==> src/sv/integer_to_padded_ascii_assert.svh <==
`ifndef INTEGER_TO_PADDED_ASCII_ASSERT_SVH
`define INTEGER_TO_PADDED_ASCII_ASSERT_SVH

// Checks that a condition holds in the same cycle as its trigger.
`define ITPA_ASSERT_SAME(lbl, ante, cons, msg) \
  lbl: assert property (@(posedge clk) disable iff (!rst_n) (ante) |-> (cons)) \
    else $error(msg);

// Checks that a condition holds in the cycle after its trigger.
`define ITPA_ASSERT_NEXT(lbl, ante, cons, msg) \
  lbl: assert property (@(posedge clk) disable iff (!rst_n) (ante) |=> (cons)) \
    else $error(msg);

`endif

==> src/sv/itpa_pkg.sv <==
package itpa_pkg;

  localparam int DEF_MAX_WIDTH     = 64;
  localparam int DEF_MAX_PRECISION = 63;

  localparam int VALUE_W = 64;
  localparam int WIDTH_W = 7;
  localparam int PREC_W  = 6;
  localparam int CNT_W   = 7;
  localparam int CHAR_W  = 8;

  localparam int NDIG      = 22;
  localparam int DIG_IDX_W = $clog2(NDIG);
  localparam int LEN_W     = $clog2(NDIG + 1);
  localparam int STEP_W    = $clog2(VALUE_W);

  localparam int IN_DATA_W = 80;

  typedef enum logic [2:0] {
    OP_SDEC = 3'd0,
    OP_UDEC = 3'd1,
    OP_HEXL = 3'd2,
    OP_HEXU = 3'd3,
    OP_OCT  = 3'd4
  } op_t;

  typedef enum logic [1:0] {
    RADIX_DEC,
    RADIX_HEX,
    RADIX_OCT
  } radix_t;

  localparam logic [CHAR_W-1:0] CH_SPACE = 8'h20;
  localparam logic [CHAR_W-1:0] CH_MINUS = 8'h2d;
  localparam logic [CHAR_W-1:0] CH_ZERO  = 8'h30;
  localparam logic [CHAR_W-1:0] CH_UP_A  = 8'h41;
  localparam logic [CHAR_W-1:0] CH_LO_A  = 8'h61;

  typedef struct packed {
    logic [CNT_W-1:0]     t_lead;
    logic [CNT_W-1:0]     t_sign;
    logic [CNT_W-1:0]     t_zero;
    logic [CNT_W-1:0]     t_digit;
    logic [CNT_W-1:0]     total;
    logic [DIG_IDX_W-1:0] dptr;
    logic                 upper;
  } plan_t;

endpackage

==> src/sv/itpa_digits.sv <==
module itpa_digits (
  input  logic                             clk,
  input  logic                             rst_n,
  input  logic                             clear,
  input  logic                             step,
  input  logic                             bit_in,
  input  itpa_pkg::radix_t                 radix,
  input  logic [itpa_pkg::DIG_IDX_W-1:0]   rd_idx,
  output logic [3:0]                       rd_digit,
  output logic [itpa_pkg::LEN_W-1:0]       len
);
  import itpa_pkg::*;
  `include "integer_to_padded_ascii_assert.svh"

  logic [3:0] digit_r   [NDIG];
  logic [3:0] digit_nxt [NDIG];
  logic [4:0] rdx;
  logic [3:0] half;
  logic       over_dec;

  always_comb begin
    unique case (radix)
      RADIX_HEX: begin
        rdx  = 5'd16;
        half = 4'd8;
      end
      RADIX_OCT: begin
        rdx  = 5'd8;
        half = 4'd4;
      end
      default: begin
        rdx  = 5'd10;
        half = 4'd5;
      end
    endcase
  end

  // Each digit doubles and takes the carry of the digit below; the carry out
  // depends only on the old digit, so all digits update in parallel.
  always_comb begin
    logic [NDIG:0] carry;
    logic [4:0]    t;
    carry[0] = bit_in;
    for (int i = 0; i < NDIG; i++) begin
      carry[i+1]   = digit_r[i] >= half;
      t            = {digit_r[i], carry[i]};
      digit_nxt[i] = carry[i+1] ? 4'(t - rdx) : t[3:0];
    end
  end

  always_ff @(posedge clk) begin
    for (int i = 0; i < NDIG; i++) begin
      if (!rst_n || clear) begin
        digit_r[i] <= '0;
      end else if (step) begin
        digit_r[i] <= digit_nxt[i];
      end
    end
  end

  assign rd_digit = (32'(rd_idx) < NDIG) ? digit_r[rd_idx] : 4'd0;

  always_comb begin
    len      = '0;
    over_dec = 1'b0;
    for (int i = 0; i < NDIG; i++) begin
      if (digit_r[i] != 4'd0) begin
        len = LEN_W'(i + 1);
      end
      if (digit_r[i] > 4'd9) begin
        over_dec = 1'b1;
      end
    end
  end

  `ITPA_ASSERT_SAME(a_dec_digit_range, radix == RADIX_DEC, !over_dec,
    "Decimal digit store holds a digit above nine.")
  `ITPA_ASSERT_NEXT(a_clear_empties, clear, len == '0,
    "Digit store is not empty after clear.")

endmodule

==> src/sv/itpa_emit.sv <==
module itpa_emit (
  input  logic                             clk,
  input  logic                             rst_n,
  input  logic                             start,
  input  itpa_pkg::plan_t                  plan,
  input  logic [3:0]                       digit,
  output logic [itpa_pkg::DIG_IDX_W-1:0]   dig_idx,
  output logic                             busy,
  output logic                             out_tvalid,
  input  logic                             out_tready,
  output logic [itpa_pkg::CHAR_W-1:0]      out_tdata,
  output logic                             out_tlast
);
  import itpa_pkg::*;
  `include "integer_to_padded_ascii_assert.svh"

  plan_t                plan_r;
  logic                 active_r;
  logic [CNT_W-1:0]     pos_r;
  logic [DIG_IDX_W-1:0] dptr_r;
  logic                 out_tvalid_r;
  logic [CHAR_W-1:0]    out_tdata_r;
  logic                 out_tlast_r;
  logic                 advance;
  logic                 in_digits;
  logic                 is_last;
  logic [CHAR_W-1:0]    ch;
  logic [CHAR_W-1:0]    dig_ch;

  assign advance   = active_r && (!out_tvalid_r || out_tready);
  assign in_digits = (pos_r >= plan_r.t_zero) && (pos_r < plan_r.t_digit);
  assign is_last   = pos_r == CNT_W'(plan_r.total - 1'b1);

  always_comb begin
    if (digit < 4'd10) begin
      dig_ch = CH_ZERO + CHAR_W'(digit);
    end else begin
      dig_ch = (plan_r.upper ? CH_UP_A : CH_LO_A) + CHAR_W'(digit - 4'd10);
    end
  end

  always_comb begin
    priority if (pos_r < plan_r.t_lead) begin
      ch = CH_SPACE;
    end else if (pos_r < plan_r.t_sign) begin
      ch = CH_MINUS;
    end else if (pos_r < plan_r.t_zero) begin
      ch = CH_ZERO;
    end else if (pos_r < plan_r.t_digit) begin
      ch = dig_ch;
    end else begin
      ch = CH_SPACE;
    end
  end

  always_ff @(posedge clk) begin
    if (!rst_n) begin
      active_r     <= 1'b0;
      out_tvalid_r <= 1'b0;
    end else begin
      if (start) begin
        plan_r   <= plan;
        pos_r    <= '0;
        dptr_r   <= plan.dptr;
        active_r <= 1'b1;
      end else if (advance) begin
        pos_r <= pos_r + 1'b1;
        if (in_digits) begin
          dptr_r <= dptr_r - 1'b1;
        end
        if (is_last) begin
          active_r <= 1'b0;
        end
      end
      if (advance) begin
        out_tvalid_r <= 1'b1;
        out_tdata_r  <= ch;
        out_tlast_r  <= is_last;
      end else if (out_tready) begin
        out_tvalid_r <= 1'b0;
      end
    end
  end

  assign dig_idx    = dptr_r;
  assign busy       = active_r;
  assign out_tvalid = out_tvalid_r;
  assign out_tdata  = out_tdata_r;
  assign out_tlast  = out_tlast_r;

  `ITPA_ASSERT_SAME(a_pos_in_range, active_r, pos_r < plan_r.total,
    "Character position ran past the end of the text.")
  `ITPA_ASSERT_NEXT(a_last_stops, advance && is_last, !active_r || start,
    "Sequencer kept running after the final character.")

endmodule

==> src/sv/integer_to_padded_ascii.sv <==
// Formats one 64-bit integer per input transaction as printf-style ASCII text
// and sends it one character per output transaction, with tlast on the final
// character. A transaction is accepted in the idle cycle, then passes through
// the shared digit unit (one value bit shifted into all digits per cycle, for
// every conversion kind), the length and padding setup states S_LEN, S_PAD and
// S_SETUP, and output at one character per cycle while the output side is
// ready (at most 64 characters), and the controller then returns to idle.
// The block takes no new input until the last character has been loaded into
// the output register and the controller is back in idle; when the text is
// empty it goes from setup straight back to idle. An item whose text is
// empty (zero value, explicit precision zero, width zero) gives no output.
module integer_to_padded_ascii #(
  parameter int MAX_WIDTH     = itpa_pkg::DEF_MAX_WIDTH,
  parameter int MAX_PRECISION = itpa_pkg::DEF_MAX_PRECISION
) (
  input  logic                            clk,
  input  logic                            rst_n,
  input  logic                            in_tvalid,
  output logic                            in_tready,
  // value[63:0], zero_pad[64], left_adjust[65], width[72:66],
  // has_precision[73], precision[79:74]
  input  logic [itpa_pkg::IN_DATA_W-1:0]  in_tdata,
  // operation[2:0]
  input  logic [2:0]                      in_tuser,
  output logic                            out_tvalid,
  input  logic                            out_tready,
  // character[7:0]
  output logic [itpa_pkg::CHAR_W-1:0]     out_tdata,
  output logic                            out_tlast
);
  import itpa_pkg::*;
  `include "integer_to_padded_ascii_assert.svh"

  localparam logic [WIDTH_W-1:0] MAXW = WIDTH_W'(MAX_WIDTH);
  localparam logic [PREC_W-1:0]  MAXP = PREC_W'(MAX_PRECISION);

  typedef enum logic [2:0] {
    S_IDLE,
    S_CONV,
    S_LEN,
    S_PAD,
    S_SETUP,
    S_EMIT
  } state_t;

  state_t               state_r, state_nxt;
  logic [VALUE_W-1:0]   mag_r;
  logic [STEP_W-1:0]    step_cnt_r;
  logic                 minus_r;
  radix_t               radix_r;
  logic                 upper_r;
  logic                 zpad_r;
  logic                 left_r;
  logic [WIDTH_W-1:0]   width_r;
  logic [PREC_W-1:0]    prec_r;
  logic [LEN_W-1:0]     len_r;
  logic [PREC_W-1:0]    precf_r;
  logic [CNT_W-1:0]     pad_r;

  logic                 accept;
  logic [VALUE_W-1:0]   in_value;
  logic                 in_zero_pad;
  logic                 in_left_adjust;
  logic [WIDTH_W-1:0]   in_width;
  logic                 in_has_precision;
  logic [PREC_W-1:0]    in_precision;
  logic                 neg;
  radix_t               in_radix;
  logic                 in_upper;

  logic [LEN_W-1:0]     len;
  logic [3:0]           rd_digit;
  logic [DIG_IDX_W-1:0] dig_idx;
  logic                 emit_busy;
  logic                 start;
  plan_t                plan;
  logic [CNT_W-1:0]     body;
  logic [CNT_W-1:0]     lead_pad;
  logic [CNT_W-1:0]     zero_pad_cnt;

  assign in_value         = in_tdata[63:0];
  assign in_zero_pad      = in_tdata[64];
  assign in_left_adjust   = in_tdata[65];
  assign in_width         = in_tdata[72:66];
  assign in_has_precision = in_tdata[73];
  assign in_precision     = in_tdata[79:74];

  assign in_tready = state_r == S_IDLE;
  assign accept    = in_tvalid && in_tready;

  always_comb begin
    neg      = 1'b0;
    in_upper = 1'b0;
    unique case (in_tuser)
      OP_SDEC: begin
        in_radix = RADIX_DEC;
        neg      = in_value[VALUE_W-1];
      end
      OP_HEXL: in_radix = RADIX_HEX;
      OP_HEXU: begin
        in_radix = RADIX_HEX;
        in_upper = 1'b1;
      end
      OP_OCT:  in_radix = RADIX_OCT;
      default: in_radix = RADIX_DEC;
    endcase
  end

  assign body         = CNT_W'(minus_r) + CNT_W'(precf_r);
  assign lead_pad     = (!left_r && !zpad_r) ? pad_r : '0;
  assign zero_pad_cnt = (!left_r && zpad_r) ? pad_r : '0;

  always_comb begin
    plan.t_lead  = lead_pad;
    plan.t_sign  = lead_pad + CNT_W'(minus_r);
    plan.t_digit = plan.t_sign + zero_pad_cnt + CNT_W'(precf_r);
    plan.t_zero  = plan.t_digit - CNT_W'(len_r);
    plan.total   = pad_r + body;
    plan.dptr    = DIG_IDX_W'(len_r - 1'b1);
    plan.upper   = upper_r;
  end

  assign start = (state_r == S_SETUP) && (plan.total != '0);

  always_comb begin
    state_nxt = state_r;
    unique case (state_r)
      S_IDLE:  if (accept) state_nxt = S_CONV;
      S_CONV:  if (step_cnt_r == '1) state_nxt = S_LEN;
      S_LEN:   state_nxt = S_PAD;
      S_PAD:   state_nxt = S_SETUP;
      S_SETUP: state_nxt = start ? S_EMIT : S_IDLE;
      S_EMIT:  if (!emit_busy) state_nxt = S_IDLE;
      default: state_nxt = S_IDLE;
    endcase
  end

  always_ff @(posedge clk) begin
    if (!rst_n) begin
      state_r <= S_IDLE;
      radix_r <= RADIX_DEC;
    end else begin
      state_r <= state_nxt;
      if (accept) begin
        mag_r      <= neg ? VALUE_W'(-in_value) : in_value;
        minus_r    <= neg;
        radix_r    <= in_radix;
        upper_r    <= in_upper;
        zpad_r     <= in_zero_pad && !in_has_precision;
        left_r     <= in_left_adjust;
        width_r    <= (in_width > MAXW) ? MAXW : in_width;
        prec_r     <= !in_has_precision ? PREC_W'(1)
                    : ((in_precision > MAXP) ? MAXP : in_precision);
        step_cnt_r <= '0;
      end
      if (state_r == S_CONV) begin
        mag_r      <= {mag_r[VALUE_W-2:0], 1'b0};
        step_cnt_r <= step_cnt_r + 1'b1;
      end
      if (state_r == S_LEN) begin
        len_r   <= len;
        precf_r <= (PREC_W'(len) > prec_r) ? PREC_W'(len) : prec_r;
      end
      if (state_r == S_PAD) begin
        pad_r <= (CNT_W'(width_r) > body) ? CNT_W'(width_r) - body : '0;
      end
    end
  end

  itpa_digits u_digits (
    .clk      (clk),
    .rst_n    (rst_n),
    .clear    (accept),
    .step     (state_r == S_CONV),
    .bit_in   (mag_r[VALUE_W-1]),
    .radix    (radix_r),
    .rd_idx   (dig_idx),
    .rd_digit (rd_digit),
    .len      (len)
  );

  itpa_emit u_emit (
    .clk        (clk),
    .rst_n      (rst_n),
    .start      (start),
    .plan       (plan),
    .digit      (rd_digit),
    .dig_idx    (dig_idx),
    .busy       (emit_busy),
    .out_tvalid (out_tvalid),
    .out_tready (out_tready),
    .out_tdata  (out_tdata),
    .out_tlast  (out_tlast)
  );

  `ITPA_ASSERT_SAME(a_no_start_in_conv, state_r == S_CONV, !start && !emit_busy,
    "Character sequencer is active during digit conversion.")
  `ITPA_ASSERT_NEXT(a_setup_goes_emit, start, state_r == S_EMIT && emit_busy,
    "Setup did not hand the plan to the character sequencer.")

endmodule

==> config.mk <==
export PLATFORM = sky130hd
export DESIGN_NAME = integer_to_padded_ascii
export DESIGN_NICKNAME = d
export VERILOG_FILES = /design/src/sv/itpa_pkg.sv /design/src/sv/itpa_digits.sv /design/src/sv/itpa_emit.sv /design/src/sv/integer_to_padded_ascii.sv
export VERILOG_INCLUDE_DIRS = /design/src /design/src/sv
export SDC_FILE = /design/constraint.sdc
export NUM_CORES = 1
export LEC_CHECK = 0
export ABC_AREA = 1
export BUFFER_PORTS_ARGS = -buffer_cell sky130_fd_sc_hd__buf_4
export CAP_MARGIN = 20
export CORE_MARGIN = 10
export CORE_UTILIZATION = 35
export CTS_BUF_LIST = sky130_fd_sc_hd__clkbuf_8
export CTS_CLUSTER_DIAMETER = 30
export DETAILED_ROUTE_END_ITERATION = 12
export MAX_ROUTING_LAYER = met4
export PLACE_DENSITY_LB_ADDON = 0.05
export SYNTH_ARGS = -nofsm -noshare
export SYNTH_HDL_FRONTEND = slang
export SYNTH_SLANG_ARGS = --single-unit
==> constraint.sdc <==
create_clock -name clk -period 9.1 [get_ports clk]
set_clock_uncertainty 0.1 [all_clocks]
set_input_delay 0.455 -clock clk [delete_from_list [all_inputs] [get_ports clk]]
set_output_delay 0.455 -clock clk [all_outputs]
set_load 0.03 [all_outputs]
[After elaboration in Yosys (flattened, before gate mapping)]
Memory sizes are Yosys's and may differ from the RTL's. A register that Yosys moved wholly into a read port is not among the register bits.
Index checks and enable logic that the tools add are counted.
Word-level totals
  word-level logic and storage cells: 305
  flip-flop bits (word level): 169
  memories: 1
  bits in latches: 0
  ROM bits: 0
  output and inout bits: 11
  RAM bits: 88
  input port bits: 87
Memory list
  u_digits.digit_r: depth 22, width 4, read ports 23, clocked after Yosys merged registers in 1, wr ports 22, RTL line itpa_digits.sv:15  | logic [3:0] digit_r [NDIG];
Cells by class
  add/subtract/negate cells: 38
  reduce and logical (&&, ||, !) cells: 58
  divide/modulo/power cells: 0
  $mul: 0
  shift operators: 0
  bitwise operators: 24
  mux-type cells: 106
  magnitude comparators: 33
  equal/unequal tests: 15
Operator list (number)
  4-bit two-way mux: 54
  64-bit two-way mux: 3
  4-bit >= comparator: 22
  4-bit nonzero test: 22
  4-bit subtractor: 22
  5-bit two-way mux: 14
  64-bit negator: 1
  7-bit less-than comparator: 4
  3-bit two-way mux: 8
  6-bit two-way mux: 4
  1-bit bitwise OR: 22
  7-bit two-way mux: 3
  3-bit one-hot mux with 6 select lines: 1
  4-bit one-hot mux with 2 select lines: 2
  2-bit AND reduction: 8
  7-bit adder: 2
  1-bit two-way mux: 13
  3-bit by 2-bit equality test with 1-bit output (second input constant): 4
  2-bit nonzero test: 5
  5-bit by 1-bit subtractor with 5-bit output (second input constant): 2
  3-bit equality test (second input constant): 3
  8-bit adder: 1
  8-bit two-way mux: 1
  1-bit by 6-bit adder with 7-bit output: 1
  other kinds (34): 52

[Depth between registers and ports, before layout]
An unclocked memory read counts as a cell.
  depth in word-level cells: 26
  depth in mapped cells: 32
  mapped depth without buffers: 32

[Modules after synthesis]
Synthesis repeated with hierarchy kept, for this count alone.
Second synthesis, totals
  cells, all modules: 2261
  area, all modules: 18744.2 µm²
By module, submodules not included
  integer_to_padded_ascii: seq. area each 3253.1 µm², instances 1, area each 8672.1 µm², cells an instance 1185
  itpa_digits: seq. area each 2642.5 µm², instances 1, area each 6792.8 µm², cells an instance 758
  itpa_emit: seq. area each 1751.7 µm², instances 1, area each 3279.4 µm², cells an instance 318

[Worst setup path before layout]
No wires, ideal clock.
  kind: reg2reg
  from: reg state_r[1]
  to: reg mag_r[0] (enable)
  data required time: 8.405 ns
  clock period less this slack: 6.905 ns
  arrival time: 6.210 ns
  slack: 2.195 ns
  setup time: 0.595 ns
  stages on the path, launching flop included: 8
  path buffers: 0
  cells stage by stage: dfxtp_1 > nor2_1 > inv_1 > nor2_1 > inv_1 > nor2_1 > inv_1 > o21ai_0
On the way
  cells in the longest elaborated chain, start to end: 4
  elaborated cells on any way between the ends: 5
  those cells by class: eq/ne: 1; reduce/logical: 4
Ends and longest elaborated chain
  from (decl): RTL line integer_to_padded_ascii.sv:46  | state_t state_r, state_nxt;
  from (signal assigned): RTL line integer_to_padded_ascii.sv:143  | state_r <= state_nxt;
  3-bit logical NOT: RTL line integer_to_padded_ascii.sv:88  | assign in_tready = state_r == S_IDLE;
  named net in_tready: RTL line integer_to_padded_ascii.sv:19  | output logic in_tready,
  1-bit logical AND: RTL line integer_to_padded_ascii.sv:89  | assign accept = in_tvalid && in_tready;
  2-bit nonzero test (no line)
  2-bit AND reduction (no line)
  to (signal assigned): RTL line integer_to_padded_ascii.sv:145  | mag_r <= neg ? VALUE_W'(-in_value) : in_value;
  to (signal assigned): RTL line integer_to_padded_ascii.sv:157  | mag_r <= {mag_r[VALUE_W-2:0], 1'b0};
  to (decl): RTL line integer_to_padded_ascii.sv:47  | logic [VALUE_W-1:0] mag_r;
The timed path passes the listed nets, and every way through them passes these cells.
A chain may end at the register's enable or synchronous reset.

[Worst setup path in the final report]
  from: reg minus_r
  to: reg u_emit.dptr_r[3], in the netlist u_emit.dig_idx[3] (enable)
On the way
  cells in the longest elaborated chain, start to end: 6
  elaborated cells on any way between the ends: 7
  those cells by class: add/sub: 2; reduce/logical: 5
Ends and longest elaborated chain
  from (decl): RTL line integer_to_padded_ascii.sv:49  | logic minus_r;
  from (signal assigned): RTL line integer_to_padded_ascii.sv:146  | minus_r <= neg;
  1-bit by 6-bit adder with 7-bit output *: RTL line integer_to_padded_ascii.sv:109  | assign body = CNT_W'(minus_r) + CNT_W'(precf_r);
  7-bit adder *: RTL line integer_to_padded_ascii.sv:118  | plan.total = pad_r + body;
  7-bit nonzero test *: RTL line integer_to_padded_ascii.sv:123  | assign start = (state_r == S_SETUP) && (plan.total != '0);
  1-bit logical AND *: RTL line integer_to_padded_ascii.sv:123
  2-bit nonzero test (no line)
  3-bit AND reduction (no line) *
  to (signal assigned): RTL line itpa_emit.sv:64  | dptr_r <= plan.dptr;
  to (signal assigned): RTL line itpa_emit.sv:69  | dptr_r <= dptr_r - 1'b1;
  to (decl): RTL line itpa_emit.sv:20  | logic [DIG_IDX_W-1:0] dptr_r;
Mark *: on every way between the ends. The rest lies on a longest branch, timed or not.

==> results by group <==
Run status
  • Status: finished, final reports clean

STA
  • Max Freq: between 200 and 250 MHz
  • TNS Setup: 0 ps
  • Slew HR: around 33%
  • Count of final setup violators: 0
  • Fin. Hold Viols: 0
  • Fin crit period: approximately 4200 ps
  • Final Cycle Share: ~46%
  • Post-route setup slack: 4900 ps
  • Worst Max-Slew Pin Slew: ~1000 ps
  • Unrepaired setup endpoints after global routing: no
  • Max-slew violation count: 0

Setup path
  • Worst-path maximum fanout: 37
  • Critical path buffer and inverter count: 3
  • WP data arrival: approximately 4400 ps
  • Worst setup EP type: flop
  • CP dominant cell by count: nand2_1
  • CP top delay family: simple AND/OR/NAND/NOR gates
  • Cells along the critical path: ha_1 > nand3_1 > xor2_1 > inv_1 > ha_1 > a21oi_1 > nand2_1 > nand2_1 > nand2_1 > a21oi_1 > xor2_1 > nand4_1 > nand2_2 > nor2_4 > inv_1 > o41ai_2 > buf_4
  • Worst Setup Start Kind: flop
  • Kind of critical path: flop to flop
  • CP max stage cell: nor2_4
  • Max incr delay on CP: 810 ps
  • CP required: slightly above 9000 ps

Floorplan
  • Cell Rows: 82
  • Die area: between 0.05 and 0.06 sq mm
  • Die Y-Extent: ~240 microns
  • Initial Utilization: a little over a third
  • Die X-Extent: 244 microns
  • Boundary Pins: between 90 and 100
  • Core Region: around 0.05 sq mm

CTS
  • CTS Hold Bufs: 10
  • Clock Path Buffers: 3
  • Reg clk slew, reported paths: 50 ps
  • CTS tree: done
  • CTS sink count: between 200 and 300
  • H-tree levels: 3
  • Clk_lat worst skew: roughly 610 ps
  • CTS-repair resized insts: 0
  • Post-CTS Setup Inserts: 0
  • CTS buffer count: slightly above 80
  • Root Buffer: clkbuf_8

Route
  • Drt total wl: 46500 microns
  • Top Metal Used: met4
  • Drc violations: 0
  • TritonRoute pass-1 iters: 5
  • Post-DRT Antenna Nets: 0
  • Met2 wire len: between 20000 and 25000 microns
  • 1st-iter DRT viols: 756
  • WL/cell: 16.1 microns
  • Via density: between 4 and 5
  • M1 wire length: 23200 microns
  • Routed via count: 14043
  • Metal3 WL: between 1500 and 2000 microns

Finish
  • NumNets Final: 2400
  • Final Cell Area: approximately 0.021 sq mm
  • Multi-input combinational cell area: 0.00875 sq mm
  • Non-filler cells, final: between 2000 and 3000
  • Most frequent cells in the layout: 322 x nand2_1, 264 x inv_1, 250 x edfxtp_1, 241 x nor2_1, 157 x ha_1
  • Fillers: between 5000 and 6000
  • Area growth, synth to finish: 19.3%
  • Reg area: 0.00775 sq mm
  • Layout cells sized above 1: about an eighth
  • Post-Route Utilization: between 40 and 50%
  • Most common cell after layout, fill and taps aside: nand2_1

Global route
  • Global-route wire length before repair: between 70000 and 80000 microns
  • Initial antenna violation count: 2
  • Pin count of the biggest net entering global routing: 90
  • Total global routing overflow: 0
  • Total GRT Usage: between 10% and 20%
  • Vias in the first global route: between 10000 and 15000

Synthesis
  • Post-Syn Instances: 1991
  • Main synth FF type: edfxtp_1
  • Synth unique cells: 56
  • Area leader, netlist: edfxtp_1
  • Share of the synthesized area in the top cell type: between 40 and 50%
  • Avg Cell Area, Syn: 8.85 sq um
  • Seq/Total Area, Yosys: roughly 44%
  • Synth area leaders: edfxtp_1 43%, ha_1 11%, nand2_1 6.9%, inv_1 5.4%, nor2_1 5.1%
  • Synth Cell Area: roughly 0.018 sq mm
  • Syn_nets: 2245
  • Asr flop ratio synth: 0%
  • Yosys warns: 0
  • EDFF count, synth: 250
  • Post-synthesis register bit count: approximately 260

Placed design
  • Placement Setup Slack: about 4800 ps
  • Placed Cells incl. Taps: ~2700
  • Dpl hpwl: approximately 34000 microns
  • Port bufs: between 90 and 100
  • GP Congestion: ~0.84
  • Placed instance area: about 0.019 sq mm

Power and ir drop
  • Pwr Density: about 290 mW/mm^2
  • Peak supply drop: about 0.12 mV
  • P_leak: around 8.8 nW

Min path
  • Hold WC Path Type: input port to flop

Flow run
  • Max-cap viol count: 0
layer usage:
layer	up-vias	track usage, %
li1	7259	-
met1	6450	21.8
met2	286	24.1
met3	48	2.86
met4	0	5.26
met5	-	-
logic make-up after synthesis:
group	after synthesis	synth area share, %
simple gates	760	18.7
compound gates	380	12.8
buf+inv	309	6.63
flops	262	44.0
fa+ha+maj	167	12.3
xor+xnor	113	5.62
final cells by class:
type                       instances  share of cell area (%)
sequential                       262                    36.9
antenna                            2                  0.0238
clock buffer                      85                    5.57
timing repair buffer             121                    4.54
clock inverter                    60                    2.71
inverter                         260                    4.65
multi-input combinational       1420                    41.6
tap                              672                    4.00
state kept, by name, summed over array words and instances, names as in the netlist, 2 cells and up, named ones only:
register          flops
u_emit.out_tdata      8
u_emit.pos_r          7
state_r               3
step_cnt_r            6
width_r               7
u_digits.digit_r     88
mag_r                64
precf_r               6
u_emit.dig_idx        5
prec_r                6
radix_r               2
len_r                 5
pad_r                 7
u_emit.plan_r        36
through the flow:
step / hold slack [ps] / total power, mW
6_report: 64.4 / 5.99
5_1_grt: 34.5 / 6.52
4_1_cts: 3.29 / 6.06
3_5_place_dp: 382 / 4.18
3_3_place_gp: 372 / 4.16
2_1_floorplan: 300 / 3.60
Yosys cell counts (37+ instances only):
cell        n
a21oi_1   103
edfxtp_1  250
inv_1     254
ha_1      157
a211oi_1   89
nand3_1    67
nand2_1   323
xor2_1     80
nor4_1     37
clkbuf_1   41
nor2_1    241
o21ai_0   133
worst reg2reg max path: stages, from the launching register on:
cell      delay, ps
edfxtp_1        420
ha_1            240
nand3_1         120
xor2_1          230
inv_1            80
ha_1            340
a21oi_1         140
nand2_1          90
nand2_1          60
nand2_1          50
a21oi_1         140
xor2_1          100
nand4_1         160
nand2_2         210
nor2_4          810
inv_1           170
o41ai_2         170
buf_4           280
worst paths after layout:
check | slack, ps | end | start | depth (start not counted)
worst max-delay path | 4900 | u_emit.dig_idx[3]$_DFFE_PP_ | minus_r$_DFFE_PP_ | 17
worst min-delay path | 60 | width_r[4]$_SDFFCE_PN0P_ | in_tdata[70] | 3
worst max register to register | 4900 | u_emit.dig_idx[3]$_DFFE_PP_ | minus_r$_DFFE_PP_ | 17
worst min register to register | 390 | radix_r[0]$_SDFFE_PN0P_ | radix_r[0]$_SDFFE_PN0P_ | 2
power breakdown:
group	total (mW)	internal (mW)	switching, mW
logic	2.10	0.739	1.36
clock network	1.83	1.17	0.653
registers	2.06	1.82	0.243
Note: power is estimated with default switching activity, not from simulation.
